--- src/pdts_pkg.sv ---
// Shared types and codes of the priority/delay task scheduler.
// No dependencies.
package pdts_pkg;

	localparam int ID_W    = 8;
	localparam int PRIO_W  = 8;
	localparam int DELAY_W = 10;

	typedef enum logic [1:0] {
		REQ_ENQUEUE  = 2'd0,
		REQ_RERUN    = 2'd1,
		REQ_TICK     = 2'd2,
		REQ_DISPATCH = 2'd3
	} req_t;

	typedef enum logic {
		ST_IDLE,
		ST_DRAIN
	} state_t;

	typedef struct packed {
		logic ins;
		logic pop;
	} rdy_op_t;

	typedef struct packed {
		logic ins;
		logic pop;
		logic tick;
	} dly_op_t;

endpackage

--- src/pdts_rdy_cell.sv ---
// One slot of the priority-sorted ready chain.
// Depends on pdts_pkg.
module pdts_rdy_cell
	import pdts_pkg::*;
(
	input  logic              clk,
	input  rdy_op_t           op,
	input  logic              occ,
	input  logic [ID_W-1:0]   new_id,
	input  logic [PRIO_W-1:0] new_prio,
	input  logic              prev_here,
	input  logic [ID_W-1:0]   prev_id,
	input  logic [PRIO_W-1:0] prev_prio,
	input  logic [ID_W-1:0]   next_id,
	input  logic [PRIO_W-1:0] next_prio,
	output logic              here,
	output logic [ID_W-1:0]   id,
	output logic [PRIO_W-1:0] prio
);

	logic [ID_W-1:0]   id_q;
	logic [PRIO_W-1:0] prio_q;

	// insertion point: first slot that is empty or holds a strictly larger priority
	assign here = !occ || (prio_q > new_prio);
	assign id   = id_q;
	assign prio = prio_q;

	always_ff @(posedge clk) begin
		if (op.pop) begin
			id_q   <= next_id;
			prio_q <= next_prio;
		end else if (op.ins) begin
			if (prev_here) begin
				id_q   <= prev_id;
				prio_q <= prev_prio;
			end else if (here) begin
				id_q   <= new_id;
				prio_q <= new_prio;
			end
		end
	end

endmodule

--- src/pdts_dly_cell.sv ---
// One slot of the delay chain, sorted by remaining ticks.
// Depends on pdts_pkg.
module pdts_dly_cell
	import pdts_pkg::*;
(
	input  logic               clk,
	input  dly_op_t            op,
	input  logic               occ,
	input  logic [ID_W-1:0]    new_id,
	input  logic [PRIO_W-1:0]  new_prio,
	input  logic [DELAY_W-1:0] new_left,
	input  logic               prev_here,
	input  logic [ID_W-1:0]    prev_id,
	input  logic [PRIO_W-1:0]  prev_prio,
	input  logic [DELAY_W-1:0] prev_left,
	input  logic [ID_W-1:0]    next_id,
	input  logic [PRIO_W-1:0]  next_prio,
	input  logic [DELAY_W-1:0] next_left,
	output logic               here,
	output logic [ID_W-1:0]    id,
	output logic [PRIO_W-1:0]  prio,
	output logic [DELAY_W-1:0] left
);

	logic [ID_W-1:0]    id_q;
	logic [PRIO_W-1:0]  prio_q;
	logic [DELAY_W-1:0] left_q;

	assign here = !occ || (left_q > new_left);
	assign id   = id_q;
	assign prio = prio_q;
	assign left = left_q;

	always_ff @(posedge clk) begin
		if (op.pop) begin
			id_q   <= next_id;
			prio_q <= next_prio;
			left_q <= next_left;
		end else if (op.ins) begin
			if (prev_here) begin
				id_q   <= prev_id;
				prio_q <= prev_prio;
				left_q <= prev_left;
			end else if (here) begin
				id_q   <= new_id;
				prio_q <= new_prio;
				left_q <= new_left;
			end
		end else if (op.tick && (left_q != '0)) begin
			left_q <= left_q - DELAY_W'(1);
		end
	end

endmodule

--- src/priority_delay_task_scheduler_unit.sv ---
// Top level: ready and delay cell chains plus request sequencing.
// Depends on pdts_pkg, pdts_rdy_cell, pdts_dly_cell.
//
//  channel | handshake            | word
//  --------+----------------------+----------------------------------------------
//  in      | in_valid / in_ready  | req_type, task_id, priority_req, delay_ticks
//  out     | out_valid / out_ready| task_valid, run_task_id, all_idle, overflow
//
// Enqueue, rerun and tick complete in the accepting cycle.
// Dispatch moves the expired delayed tasks into the ready chain one per cycle
// (at most QUEUE_DEPTH, only while it has room), then pops the ready head.
// One request at a time; a new word is taken once the result register is free
// or being emptied. Reset clears counts, current task and idle flag.
module priority_delay_task_scheduler_unit
	import pdts_pkg::*;
#(
	parameter int QUEUE_DEPTH = 16
) (
	input  logic               clk,
	input  logic               arst_n,
	input  logic               in_valid,
	output logic               in_ready,
	input  logic [1:0]         req_type,
	input  logic [ID_W-1:0]    task_id,
	input  logic [PRIO_W-1:0]  priority_req,
	input  logic [DELAY_W-1:0] delay_ticks,
	output logic               out_valid,
	input  logic               out_ready,
	output logic               task_valid,
	output logic [ID_W-1:0]    run_task_id,
	output logic               all_idle,
	output logic               overflow
);

	localparam int CW = $clog2(QUEUE_DEPTH + 1);

	state_t st_q, st_d;

	logic [CW-1:0]     rcount_q, dcount_q;
	logic [ID_W-1:0]   cur_id_q;
	logic [PRIO_W-1:0] cur_prio_q;
	logic              idle_q;

	logic              out_valid_q, task_valid_q, all_idle_q, overflow_q;
	logic [ID_W-1:0]   run_id_q;

	logic [ID_W-1:0]    r_id   [QUEUE_DEPTH];
	logic [PRIO_W-1:0]  r_prio [QUEUE_DEPTH];
	logic [QUEUE_DEPTH-1:0] r_here, r_occ;
	logic [ID_W-1:0]    d_id   [QUEUE_DEPTH];
	logic [PRIO_W-1:0]  d_prio [QUEUE_DEPTH];
	logic [DELAY_W-1:0] d_left [QUEUE_DEPTH];
	logic [QUEUE_DEPTH-1:0] d_here, d_occ;

	rdy_op_t           r_op;
	dly_op_t           d_op;
	logic [ID_W-1:0]   r_new_id;
	logic [PRIO_W-1:0] r_new_prio;

	logic in_fire, r_full, d_full, drain_go, fin;
	logic is_enq, is_rerun0, is_rerun_d, is_tick;
	logic ovf_now, load_req, idle_new;
	logic [CW-1:0] rcount_after;

	assign in_ready = (st_q == ST_IDLE) && (!out_valid_q || out_ready);
	assign in_fire  = in_valid && in_ready;
	assign r_full   = rcount_q == CW'(QUEUE_DEPTH);
	assign d_full   = dcount_q == CW'(QUEUE_DEPTH);

	assign is_enq     = req_type == REQ_ENQUEUE;
	assign is_rerun0  = (req_type == REQ_RERUN) && (delay_ticks == '0);
	assign is_rerun_d = (req_type == REQ_RERUN) && (delay_ticks != '0);
	assign is_tick    = req_type == REQ_TICK;

	always_comb begin
		st_d = st_q;
		case (st_q)
			ST_IDLE:  if (in_fire && (req_type == REQ_DISPATCH)) st_d = ST_DRAIN;
			ST_DRAIN: if (fin) st_d = ST_IDLE;
			default:  st_d = ST_IDLE;
		endcase
	end

	always_comb begin
		drain_go   = 1'b0;
		fin        = 1'b0;
		case (st_q)
			ST_DRAIN: begin
				drain_go = (dcount_q != '0) && (d_left[0] == '0) && !r_full;
				fin      = !drain_go;
			end
			default: ;
		endcase
		r_op.ins   = (in_fire && (is_enq || is_rerun0) && !r_full) || drain_go;
		r_op.pop   = fin && (rcount_q != '0);
		d_op.ins   = in_fire && is_rerun_d && !d_full;
		d_op.pop   = drain_go;
		d_op.tick  = in_fire && is_tick;
		if (drain_go) begin
			r_new_id   = d_id[0];
			r_new_prio = d_prio[0];
		end else if (is_enq) begin
			r_new_id   = task_id;
			r_new_prio = priority_req;
		end else begin
			r_new_id   = cur_id_q;
			r_new_prio = cur_prio_q;
		end
		ovf_now  = ((is_enq || is_rerun0) && r_full) || (is_rerun_d && d_full);
		load_req = in_fire && (req_type != REQ_DISPATCH);
		rcount_after = rcount_q - CW'(r_op.pop);
		idle_new = idle_q || ((rcount_after == '0) && (dcount_q == '0));
	end

	genvar gi;
	generate
		for (gi = 0; gi < QUEUE_DEPTH; gi++) begin : g_cell
			logic              rp_here, dp_here;
			logic [ID_W-1:0]   rp_id, rn_id, dp_id, dn_id;
			logic [PRIO_W-1:0] rp_prio, rn_prio, dp_prio, dn_prio;
			logic [DELAY_W-1:0] dp_left, dn_left;

			assign r_occ[gi] = rcount_q > CW'(gi);
			assign d_occ[gi] = dcount_q > CW'(gi);

			if (gi == 0) begin : g_head
				assign rp_here = 1'b0;
				assign rp_id   = r_id[gi];
				assign rp_prio = r_prio[gi];
				assign dp_here = 1'b0;
				assign dp_id   = d_id[gi];
				assign dp_prio = d_prio[gi];
				assign dp_left = d_left[gi];
			end else begin : g_body
				assign rp_here = r_here[gi-1];
				assign rp_id   = r_id[gi-1];
				assign rp_prio = r_prio[gi-1];
				assign dp_here = d_here[gi-1];
				assign dp_id   = d_id[gi-1];
				assign dp_prio = d_prio[gi-1];
				assign dp_left = d_left[gi-1];
			end

			if (gi == QUEUE_DEPTH - 1) begin : g_tail
				assign rn_id   = r_id[gi];
				assign rn_prio = r_prio[gi];
				assign dn_id   = d_id[gi];
				assign dn_prio = d_prio[gi];
				assign dn_left = d_left[gi];
			end else begin : g_mid
				assign rn_id   = r_id[gi+1];
				assign rn_prio = r_prio[gi+1];
				assign dn_id   = d_id[gi+1];
				assign dn_prio = d_prio[gi+1];
				assign dn_left = d_left[gi+1];
			end

			pdts_rdy_cell u_rdy (
				.clk       (clk),
				.op        (r_op),
				.occ       (r_occ[gi]),
				.new_id    (r_new_id),
				.new_prio  (r_new_prio),
				.prev_here (rp_here),
				.prev_id   (rp_id),
				.prev_prio (rp_prio),
				.next_id   (rn_id),
				.next_prio (rn_prio),
				.here      (r_here[gi]),
				.id        (r_id[gi]),
				.prio      (r_prio[gi])
			);

			pdts_dly_cell u_dly (
				.clk       (clk),
				.op        (d_op),
				.occ       (d_occ[gi]),
				.new_id    (cur_id_q),
				.new_prio  (cur_prio_q),
				.new_left  (delay_ticks),
				.prev_here (dp_here),
				.prev_id   (dp_id),
				.prev_prio (dp_prio),
				.prev_left (dp_left),
				.next_id   (dn_id),
				.next_prio (dn_prio),
				.next_left (dn_left),
				.here      (d_here[gi]),
				.id        (d_id[gi]),
				.prio      (d_prio[gi]),
				.left      (d_left[gi])
			);
		end
	endgenerate

	always_ff @(posedge clk or negedge arst_n) begin
		if (!arst_n) begin
			st_q        <= ST_IDLE;
			rcount_q    <= '0;
			dcount_q    <= '0;
			cur_id_q    <= '0;
			cur_prio_q  <= '0;
			idle_q      <= 1'b0;
			out_valid_q <= 1'b0;
		end else begin
			st_q <= st_d;
			if (r_op.ins && !r_op.pop)
				rcount_q <= rcount_q + CW'(1);
			else if (r_op.pop && !r_op.ins)
				rcount_q <= rcount_q - CW'(1);
			if (d_op.ins)
				dcount_q <= dcount_q + CW'(1);
			else if (d_op.pop)
				dcount_q <= dcount_q - CW'(1);
			if (r_op.pop) begin
				cur_id_q   <= r_id[0];
				cur_prio_q <= r_prio[0];
			end
			if (fin)
				idle_q <= idle_new;
			if (load_req || fin)
				out_valid_q <= 1'b1;
			else if (out_ready)
				out_valid_q <= 1'b0;
		end
	end

	always_ff @(posedge clk) begin
		if (load_req) begin
			task_valid_q <= 1'b0;
			run_id_q     <= '0;
			all_idle_q   <= idle_q;
			overflow_q   <= ovf_now;
		end else if (fin) begin
			task_valid_q <= r_op.pop;
			run_id_q     <= r_op.pop ? r_id[0] : '0;
			all_idle_q   <= idle_new;
			overflow_q   <= 1'b0;
		end
	end

	assign out_valid   = out_valid_q;
	assign task_valid  = task_valid_q;
	assign run_task_id = run_id_q;
	assign all_idle    = all_idle_q;
	assign overflow    = overflow_q;

endmodule

--- config.mk ---
export PLATFORM = sky130hd
export DESIGN_NAME = priority_delay_task_scheduler_unit
export DESIGN_NICKNAME = d
export VERILOG_FILES = /design/src/pdts_pkg.sv /design/src/pdts_rdy_cell.sv /design/src/pdts_dly_cell.sv /design/src/priority_delay_task_scheduler_unit.sv
export SDC_FILE = /design/constraint.sdc
export NUM_CORES = 2
export LEC_CHECK = 0
export CAP_MARGIN = 5
export CORE_AREA = 2 2 441 312
export DETAILED_ROUTE_END_ITERATION = 8
export DIE_AREA = 0 0 443 314
export DONT_BUFFER_PORTS = 1
export HOLD_SLACK_MARGIN = 0.02
export PLACE_DENSITY = 0.48
export SETUP_SLACK_MARGIN = 0.1
export SLEW_MARGIN = 0
export SYNTH_ARGS = -nofsm -noshare
export SYNTH_HDL_FRONTEND = slang
export SYNTH_SLANG_ARGS = --single-unit
export TNS_END_PERCENT = 100
--- constraint.sdc ---
create_clock -name clk -period 5.5 [get_ports clk]
set_input_delay 0.55 -clock clk [delete_from_list [all_inputs] [get_ports clk]]
set_output_delay 0.55 -clock clk [all_outputs]
set_load 0.01 [all_outputs]
# Word level (Yosys, flattened, before mapping)
# Cells that the tools add are included.
dict set report op_classes {
  magnitude_cmp 64
  n_bitwise 3
  mux 342
  add_sub_neg 21
  n_reduce_logical 236
  n_eq_ne 22
}
# cell n
set ops {}
lappend ops {{$mux 8} 249}
lappend ops {{$mux 10} 78}
lappend ops {{$reduce_bool 10->1} 17}
lappend ops {{$gt 10x10->1} 16}
lappend ops {{$sub 10x1->10 const B} 16}
lappend ops {{$reduce_bool 3->1} 43}
lappend ops {{$gt 8x8->1} 16}
lappend ops {{$reduce_and 2->1} 45}
lappend ops {{$gt 5x4->1 const B} 16}
lappend ops {{$ne 4x1->1 const B} 14}
lappend ops {{$gt 5x3->1 const B} 8}
lappend ops {{$logic_not 1->1} 38}
lappend ops {{$logic_or 1x1->1} 38}
lappend ops {{$logic_and 1x1->1} 35}
lappend ops {{$gt 5x1->1 const B} 4}
lappend ops {{$gt 5x2->1 const B} 4}
lappend ops {{$logic_not 10->1} 2}
lappend ops {{$mux 5} 4}
lappend ops {{$reduce_bool 2->1} 10}
lappend ops {{$add 5x1->5 const B} 2}
lappend ops {{$eq 5x5->1 const B} 2}
lappend ops {{$logic_not 5->1} 2}
lappend ops {{$mux 1} 10}
lappend ops {{$reduce_bool 5->1} 2}
lappend ops {{other kinds (10)} 17}
dict set report totals {
  elab_cells 779
  reg_bits 712
}

# Logic depth before layout (Yosys ltp)
dict set report depth {
  word_depth 12
  ltp_mapped 21
}

# Hierarchy
# From an unflattened synthesis, not the netlist that was laid out.
dict set report hier_totals {
  hier_cells 5132
  hier_area_um2 49562.5
}
# module cells_each seq_area_each_um2 area_each_um2 instances
set by_module_without_submodules {}
lappend by_module_without_submodules {pdts_dly_cell 199 780.7 1875.5 16}
lappend by_module_without_submodules {pdts_rdy_cell 104 480.5 1057.3 16}
lappend by_module_without_submodules {priority_delay_task_scheduler_unit 284 965.9 2637.5 1}

# Least setup slack after synthesis
# Ideal clock, no wire load.
dict set report synth_timing {
  kind {reg2reg}
  start {register rcount_q[0]}
  end {register g_cell[14].u_rdy.id_q[0], enable pin}
  path_stages_with_launch 18
  arrival_time_ns 5.397
  required_time_ns 5.101
  path_slack_ns -0.296
  cell_sequence {dfrtp_1 -> clkbuf_1 -> inv_1 -> ha_1 -> nor4bb_1 -> nor3_1 -> clkbuf_1 -> clkbuf_1 -> nand3_1 -> o21ai_0 -> inv_1 -> ha_1 -> and4_1 -> nand2_1 -> o41ai_1 -> a221oi_4 -> buf_6 -> a31oi_1}
}
dict set report synth_via {
  elab_chain_len 9
}
# item line
set synth_lines {}
lappend synth_lines {{from (decl)} priority_delay_task_scheduler_unit.sv:39} ;# logic [CW-1:0] rcount_q, dcount_q;
lappend synth_lines {{from (signal assigned)} priority_delay_task_scheduler_unit.sv:208} ;# rcount_q <= rcount_q + CW'(1);
lappend synth_lines {{from (signal assigned)} priority_delay_task_scheduler_unit.sv:210} ;# rcount_q <= rcount_q - CW'(1);
lappend synth_lines {{$eq 5x5->1} priority_delay_task_scheduler_unit.sv:67} ;# assign r_full = rcount_q == CW'(QUEUE_DEPTH);
lappend synth_lines {{$logic_not 1->1} {priority_delay_task_scheduler_unit.sv:89, priority_delay_task_scheduler_unit.sv:94}}
lappend synth_lines {{$logic_and 1x1->1} priority_delay_task_scheduler_unit.sv:89} ;# drain_go = (dcount_q != '0) && (d_left[0] == '0) && !r_full;
lappend synth_lines {{$mux 1} priority_delay_task_scheduler_unit.sv:87} ;# case (st_q)
lappend synth_lines {{$mux 8} priority_delay_task_scheduler_unit.sv:99} ;# if (drain_go) begin
lappend synth_lines {{$gt 8x8->1} pdts_rdy_cell.sv:25} ;# assign here = !occ || (prio_q > new_prio);
lappend synth_lines {{$logic_or 1x1->1} pdts_rdy_cell.sv:25}
lappend synth_lines {{$reduce_bool 3->1 (no line)} -}
lappend synth_lines {{$reduce_and 2->1 (no line) *} -}
lappend synth_lines {{to (signal assigned)} pdts_rdy_cell.sv:31} ;# id_q <= next_id;
lappend synth_lines {{to (signal assigned)} pdts_rdy_cell.sv:35} ;# id_q <= prev_id;
lappend synth_lines {{to (signal assigned)} pdts_rdy_cell.sv:38} ;# id_q <= new_id;
lappend synth_lines {{to (decl)} pdts_rdy_cell.sv:21} ;# logic [ID_W-1:0] id_q;
# Every way passes the cells marked *; elsewhere a longest branch is shown, timed or not.
# A chain may end at the register's enable or synchronous reset.

# Worst setup path after layout
dict set report layout_timing {
  start {register g_cell[0].u_dly.left_q[0]}
  end {register g_cell[2].u_rdy.id_q[4] (data pin)}
}
dict set report layout_via {
  elab_chain_len 10
}
# item line
set layout_lines {}
lappend layout_lines {{from (decl)} pdts_dly_cell.sv:27} ;# logic [DELAY_W-1:0] left_q;
lappend layout_lines {{from (signal assigned)} pdts_dly_cell.sv:38} ;# left_q <= next_left;
lappend layout_lines {{from (signal assigned)} pdts_dly_cell.sv:43} ;# left_q <= prev_left;
lappend layout_lines {{from (signal assigned)} pdts_dly_cell.sv:47} ;# left_q <= new_left;
lappend layout_lines {{$logic_not 10->1 *} priority_delay_task_scheduler_unit.sv:89}
lappend layout_lines {{$logic_and 1x1->1 * (2 in series)} priority_delay_task_scheduler_unit.sv:89}
lappend layout_lines {{$mux 1} priority_delay_task_scheduler_unit.sv:87}
lappend layout_lines {{$mux 8} priority_delay_task_scheduler_unit.sv:99}
lappend layout_lines {{$gt 8x8->1} pdts_rdy_cell.sv:25}
lappend layout_lines {{$logic_or 1x1->1} pdts_rdy_cell.sv:25}
lappend layout_lines {{$mux 8} pdts_rdy_cell.sv:34} ;# if (prev_here) begin
lappend layout_lines {{$mux 8} pdts_rdy_cell.sv:33} ;# end else if (op.ins) begin
lappend layout_lines {{$mux 8 *} pdts_rdy_cell.sv:30} ;# if (op.pop) begin
lappend layout_lines {{to (signal assigned)} pdts_rdy_cell.sv:31}
lappend layout_lines {{to (signal assigned)} pdts_rdy_cell.sv:35}
lappend layout_lines {{to (signal assigned)} pdts_rdy_cell.sv:38}
lappend layout_lines {{to (decl)} pdts_rdy_cell.sv:21}
# Every way passes the cells marked *; elsewhere a longest branch is shown, timed or not. The select of a mux whose other input is x is not followed.

==> metrics.txt <==
# TYPE chip_impl_metric gauge
chip_impl_info{name="outcome",value="finished, final reports clean"} 1
chip_impl_metric{name="vias_in_the_first_global_route",unit=""} 35500
chip_impl_metric{name="syn_nets",unit=""} 5088
chip_impl_metric{name="drtPass1Iterations",unit=""} 6
chip_impl_metric{name="post_route_cells_drive_above_1_share",unit="%"} 10.4
chip_impl_metric{name="detailedRoute.firstIterationViolations",unit=""} 5017
chip_impl_metric{name="irDropWorstVdd",unit="mV"} 0.256
chip_impl_metric{name="max_cap_viol_count",unit=""} 0
chip_impl_metric{name="cellInternalPower",unit="µW"} 14100
chip_impl_info{name="rsz0062_at_grt",value="false"} 1
chip_impl_metric{name="core_region_area",unit="µm²"} 135000
chip_impl_metric{name="arrival",unit="ns"} 5.72
chip_impl_metric{name="report.final.hold_viol_count",unit=""} 0
chip_impl_metric{name="antenna_left",unit=""} 0
chip_impl_info{name="critPathKind",value="reg -> reg"} 1
chip_impl_metric{name="clkLatencyLatePin",unit="ns"} 0.72
chip_impl_metric{name="dieWidth",unit="µm"} 443
chip_impl_metric{name="synth_seq_cells",unit=""} 712
chip_impl_metric{name="initial_core_utilization",unit="%"} 34.8
chip_impl_metric{name="period_share",unit="%"} 94.1
chip_impl_metric{name="postLayoutCoreUtil",unit="%"} 39.0
chip_impl_metric{name="global_route.overflow_total",unit=""} 0
chip_impl_metric{name="route.detailed.wl_per_inst",unit="µm"} 26.6
chip_impl_metric{name="fp-row-count",unit=""} 113
chip_impl_info{name="mostFrequentLayoutCell",value="sky130_fd_sc_hd__edfxtp_1"} 1
chip_impl_info{name="end_kind",value="register"} 1
chip_impl_metric{name="synth_async_sr_flop_share",unit="%"} 4.07
chip_impl_metric{name="synth_enable_flop_cells",unit=""} 674
chip_impl_metric{name="critPathMaxFanout",unit=""} 15
chip_impl_metric{name="max_slew_violation_count",unit=""} 0
chip_impl_metric{name="port_buffers",unit=""} 0
chip_impl_info{name="cts_tree",value="built"} 1
chip_impl_metric{name="grt_first_pass_wirelength",unit="mm"} 255
chip_impl_metric{name="timing.clock.skew",unit="ns"} 0.0495
chip_impl_metric{name="yosysWarnings",unit=""} 0
chip_impl_metric{name="pwr_per_cell_area",unit="nW/µm²"} 437
chip_impl_metric{name="fmax",unit="MHz"} 193
chip_impl_metric{name="avgSynthCellArea",unit="µm²"} 9.84
chip_impl_info{name="synth_ff_type",value="sky130_fd_sc_hd__edfxtp_1"} 1
chip_impl_metric{name="power_frac_seq",unit="%"} 36.1
chip_impl_metric{name="synth_cells",unit=""} 4768
chip_impl_metric{name="relSlewSlack",unit="%"} 14.9
chip_impl_metric{name="total_grt_usage",unit="%"} 24.6
chip_impl_metric{name="io_pins",unit=""} 45
chip_impl_info{name="layout.cells.most_common_list",value="674 x sky130_fd_sc_hd__edfxtp_1, 650 x sky130_fd_sc_hd__nand2_1, 493 x sky130_fd_sc_hd__o21ai_0"} 1
chip_impl_metric{name="clock_power_share",unit="%"} 24.8
chip_impl_metric{name="total_leakage_power",unit="µW"} 0.0196
chip_impl_info{name="min_delay_worst_type",value="in -> reg"} 1
chip_impl_metric{name="power.switching",unit="µW"} 8860
chip_impl_metric{name="syn_area",unit="µm²"} 46900
chip_impl_metric{name="die_area",unit="µm²"} 139000
chip_impl_metric{name="share_comb_of_total_power",unit="%"} 39.1
chip_impl_metric{name="cts-buffers-inserted",unit=""} 83
chip_impl_metric{name="finish.net_count",unit=""} 5028
chip_impl_metric{name="place_congestion",unit=""} 0.902
chip_impl_metric{name="die_y",unit="µm"} 314
chip_impl_metric{name="setup_viol",unit=""} 0
chip_impl_metric{name="sw_frac_of_total",unit="%"} 38.7
chip_impl_metric{name="yosys.cell_types.count",unit=""} 85
chip_impl_info{name="setup.worst_path.start_class",value="register"} 1
chip_impl_metric{name="area_growth",unit="%"} 11.9
chip_impl_info{name="ctsRootBufferMaster",value="sky130_fd_sc_hd__clkbuf_16"} 1
chip_impl_metric{name="sequential_area_share_after_synthesis",unit="%"} 45.1
chip_impl_metric{name="htree_levels",unit=""} 3
chip_impl_metric{name="num_vias",unit=""} 38800
chip_impl_metric{name="placement.setup.worst_slack",unit="ns"} 0.272
chip_impl_metric{name="grt_start_max_net_pins",unit=""} 168
chip_impl_metric{name="timing.critical_path.required",unit="ns"} 6.04
chip_impl_metric{name="wire_length_after_detailed_routing",unit="mm"} 175
chip_impl_metric{name="cts.reportedPaths.clkPinSlew",unit="ns"} 0.06
chip_impl_metric{name="remaining_drc_errors",unit=""} 0
chip_impl_metric{name="timing.final.ws_setup",unit="ns"} 0.325
chip_impl_metric{name="worstMarginPinSlew",unit="ns"} 1.28
chip_impl_metric{name="hpwl_detailed",unit="mm"} 126
chip_impl_metric{name="cts_max_path_buffers",unit=""} 3
chip_impl_metric{name="numClockSinks",unit=""} 712
chip_impl_metric{name="grt_antenna_before_repair",unit=""} 13
chip_impl_metric{name="min_period",unit="ns"} 5.18
chip_impl_metric{name="vias_per_cell",unit=""} 5.92
per-stage QoR:
step	total power [µW]	instance area [µm²]	instances	setup TNS (ns)	hold WS, ns
floorplan	14000	47000	4768	-2.01	0.254
global placement	17100	49700	6401	0	0.260
detailed placement	17100	49700	6401	0	0.261
finish	22900	52500	6565	0	0.0910
global route	24100	52500	6563	0	0.0696
CTS	22900	52500	6559	0	0.0506
sequential cells by signal, indices dropped and copies added, names as in the netlist:
signal and count:
rcount_q 5, g_cell.u_dly.left 160, task_valid 1, g_cell.u_dly.id 128, g_cell.u_dly.prio 128, out_valid 1, run_task_id 8, cur_prio_q 8
st_q 1, overflow 1, dcount_q 5, idle_q 1, all_idle 1, g_cell.u_rdy.id 128, g_cell.u_rdy.prio 128, cur_id_q 8
metal layers:
layer  vias up  track usage, %  routed length (µm)
met5         -               0                 106
met4        16            4.55                2700
met3       183            5.52               17200
met2      1670            30.2               63800
met1     19200            41.8               91000
li1      17800               -                   -
kinds of logic after synthesis:
| family | Yosys count | share of synthesized area (%) |
|---|---|---|
| buffers and inverters | 502 | 4.07 |
| adder cells (fa/ha/maj) | 290 | 7.72 |
| AND/OR/NAND/NOR | 1403 | 13.5 |
| AO/OA/AOI/OAI | 1328 | 18.5 |
| multiplexers | 397 | 8.62 |
| flip-flops | 712 | 45.1 |
| XOR/XNOR | 136 | 2.54 |
final timing paths:
path | depth (start not counted) | end | from | slack [ns]
max | 17 | g_cell[2].u_rdy.id[4] | g_cell[0].u_dly.left[0] | 0.32
min in group asynchronous | 2 | cur_id_q[3] | arst_n | 0.37
min | 2 | g_cell[0].u_dly.left[5] | delay_ticks[5] | 0.09
max reg2reg | 17 | g_cell[2].u_rdy.id[4] | g_cell[0].u_dly.left[0] | 0.32
min reg2reg | 2 | idle_q | idle_q | 0.47
max in group asynchronous | 2 | dcount_q[1] | arst_n | 4.90
power groups by stage:
| stage | combinational (µW) | sequential [µW] | clock [µW] |
|---|---|---|---|
| after floorplan | 6220 | 7750 | 0 |
| after global placement | 8710 | 8350 | 0 |
| after detailed placement | 8790 | 8350 | 0 |
| after CTS | 8830 | 8230 | 5790 |
| after global routing | 9800 | 8340 | 5970 |
| final | 8970 | 8270 | 5680 |
layout make-up:
class / count / area [µm²]
sequential: 712 / 21100
clock buffer: 112 / 2320
tap: 1782 / 2230
antenna: 6 / 15.0
fill: 13400 / 82200
timing repair buffer: 207 / 1650
inverter: 150 / 571
multi-input combinational: 3554 / 24200
clock inverter: 42 / 355
cells in the mapped netlist, drive strengths merged, types with 36 or more instances:
| master | number | area, µm² |
|---|---|---|
| a211oi | 44 | 335 |
| a21o | 84 | 631 |
| a21oi | 220 | 1100 |
| a221o | 37 | 370 |
| a221oi | 51 | 464 |
| buf | 60 | 250 |
| clkbuf | 292 | 1100 |
| edfxtp | 674 | 20200 |
| ha | 288 | 3600 |
| inv | 144 | 541 |
| mux2 | 36 | 432 |
| mux2i | 361 | 3610 |
| nand2 | 655 | 2470 |
| nand3 | 111 | 556 |
| nor2 | 269 | 1010 |
| nor3 | 123 | 626 |
| o211ai | 58 | 435 |
| o21a | 39 | 293 |
| o21ai | 500 | 2500 |
| o221a | 59 | 664 |
| or3 | 48 | 300 |
| xnor2 | 84 | 736 |
| xor2 | 52 | 455 |
timing repair:
item / in CTS / in global routing
setup buffers: 0 / 0
resized for setup: 0 / 3
endpoints found under the hold margin: 30 / 0
setup endpoints to repair: 0 / 128
hold buffers: 4 / 0
worst max-delay path: stages (launching register included):
cell and delay [ns]:
sky130_fd_sc_hd__edfxtp_1 0.43, sky130_fd_sc_hd__inv_1 0.15, sky130_fd_sc_hd__ha_1 0.16, sky130_fd_sc_hd__nor4b_2 0.33, sky130_fd_sc_hd__or3b_1 0.51, sky130_fd_sc_hd__nor2_4 0.22
sky130_fd_sc_hd__o21ai_0 0.14, sky130_fd_sc_hd__inv_1 0.41, sky130_fd_sc_hd__buf_4 0.31, sky130_fd_sc_hd__ha_1 0.27, sky130_fd_sc_hd__and4_1 0.24, sky130_fd_sc_hd__a221oi_1 0.33
sky130_fd_sc_hd__a21boi_0 0.27, sky130_fd_sc_hd__a41oi_1 0.07, sky130_fd_sc_hd__o221a_2 0.29, sky130_fd_sc_hd__buf_4 0.20, sky130_fd_sc_hd__or2_2 0.43, sky130_fd_sc_hd__o211ai_1 0.22
No activity file was read; power rests on OpenSTA's default activity.
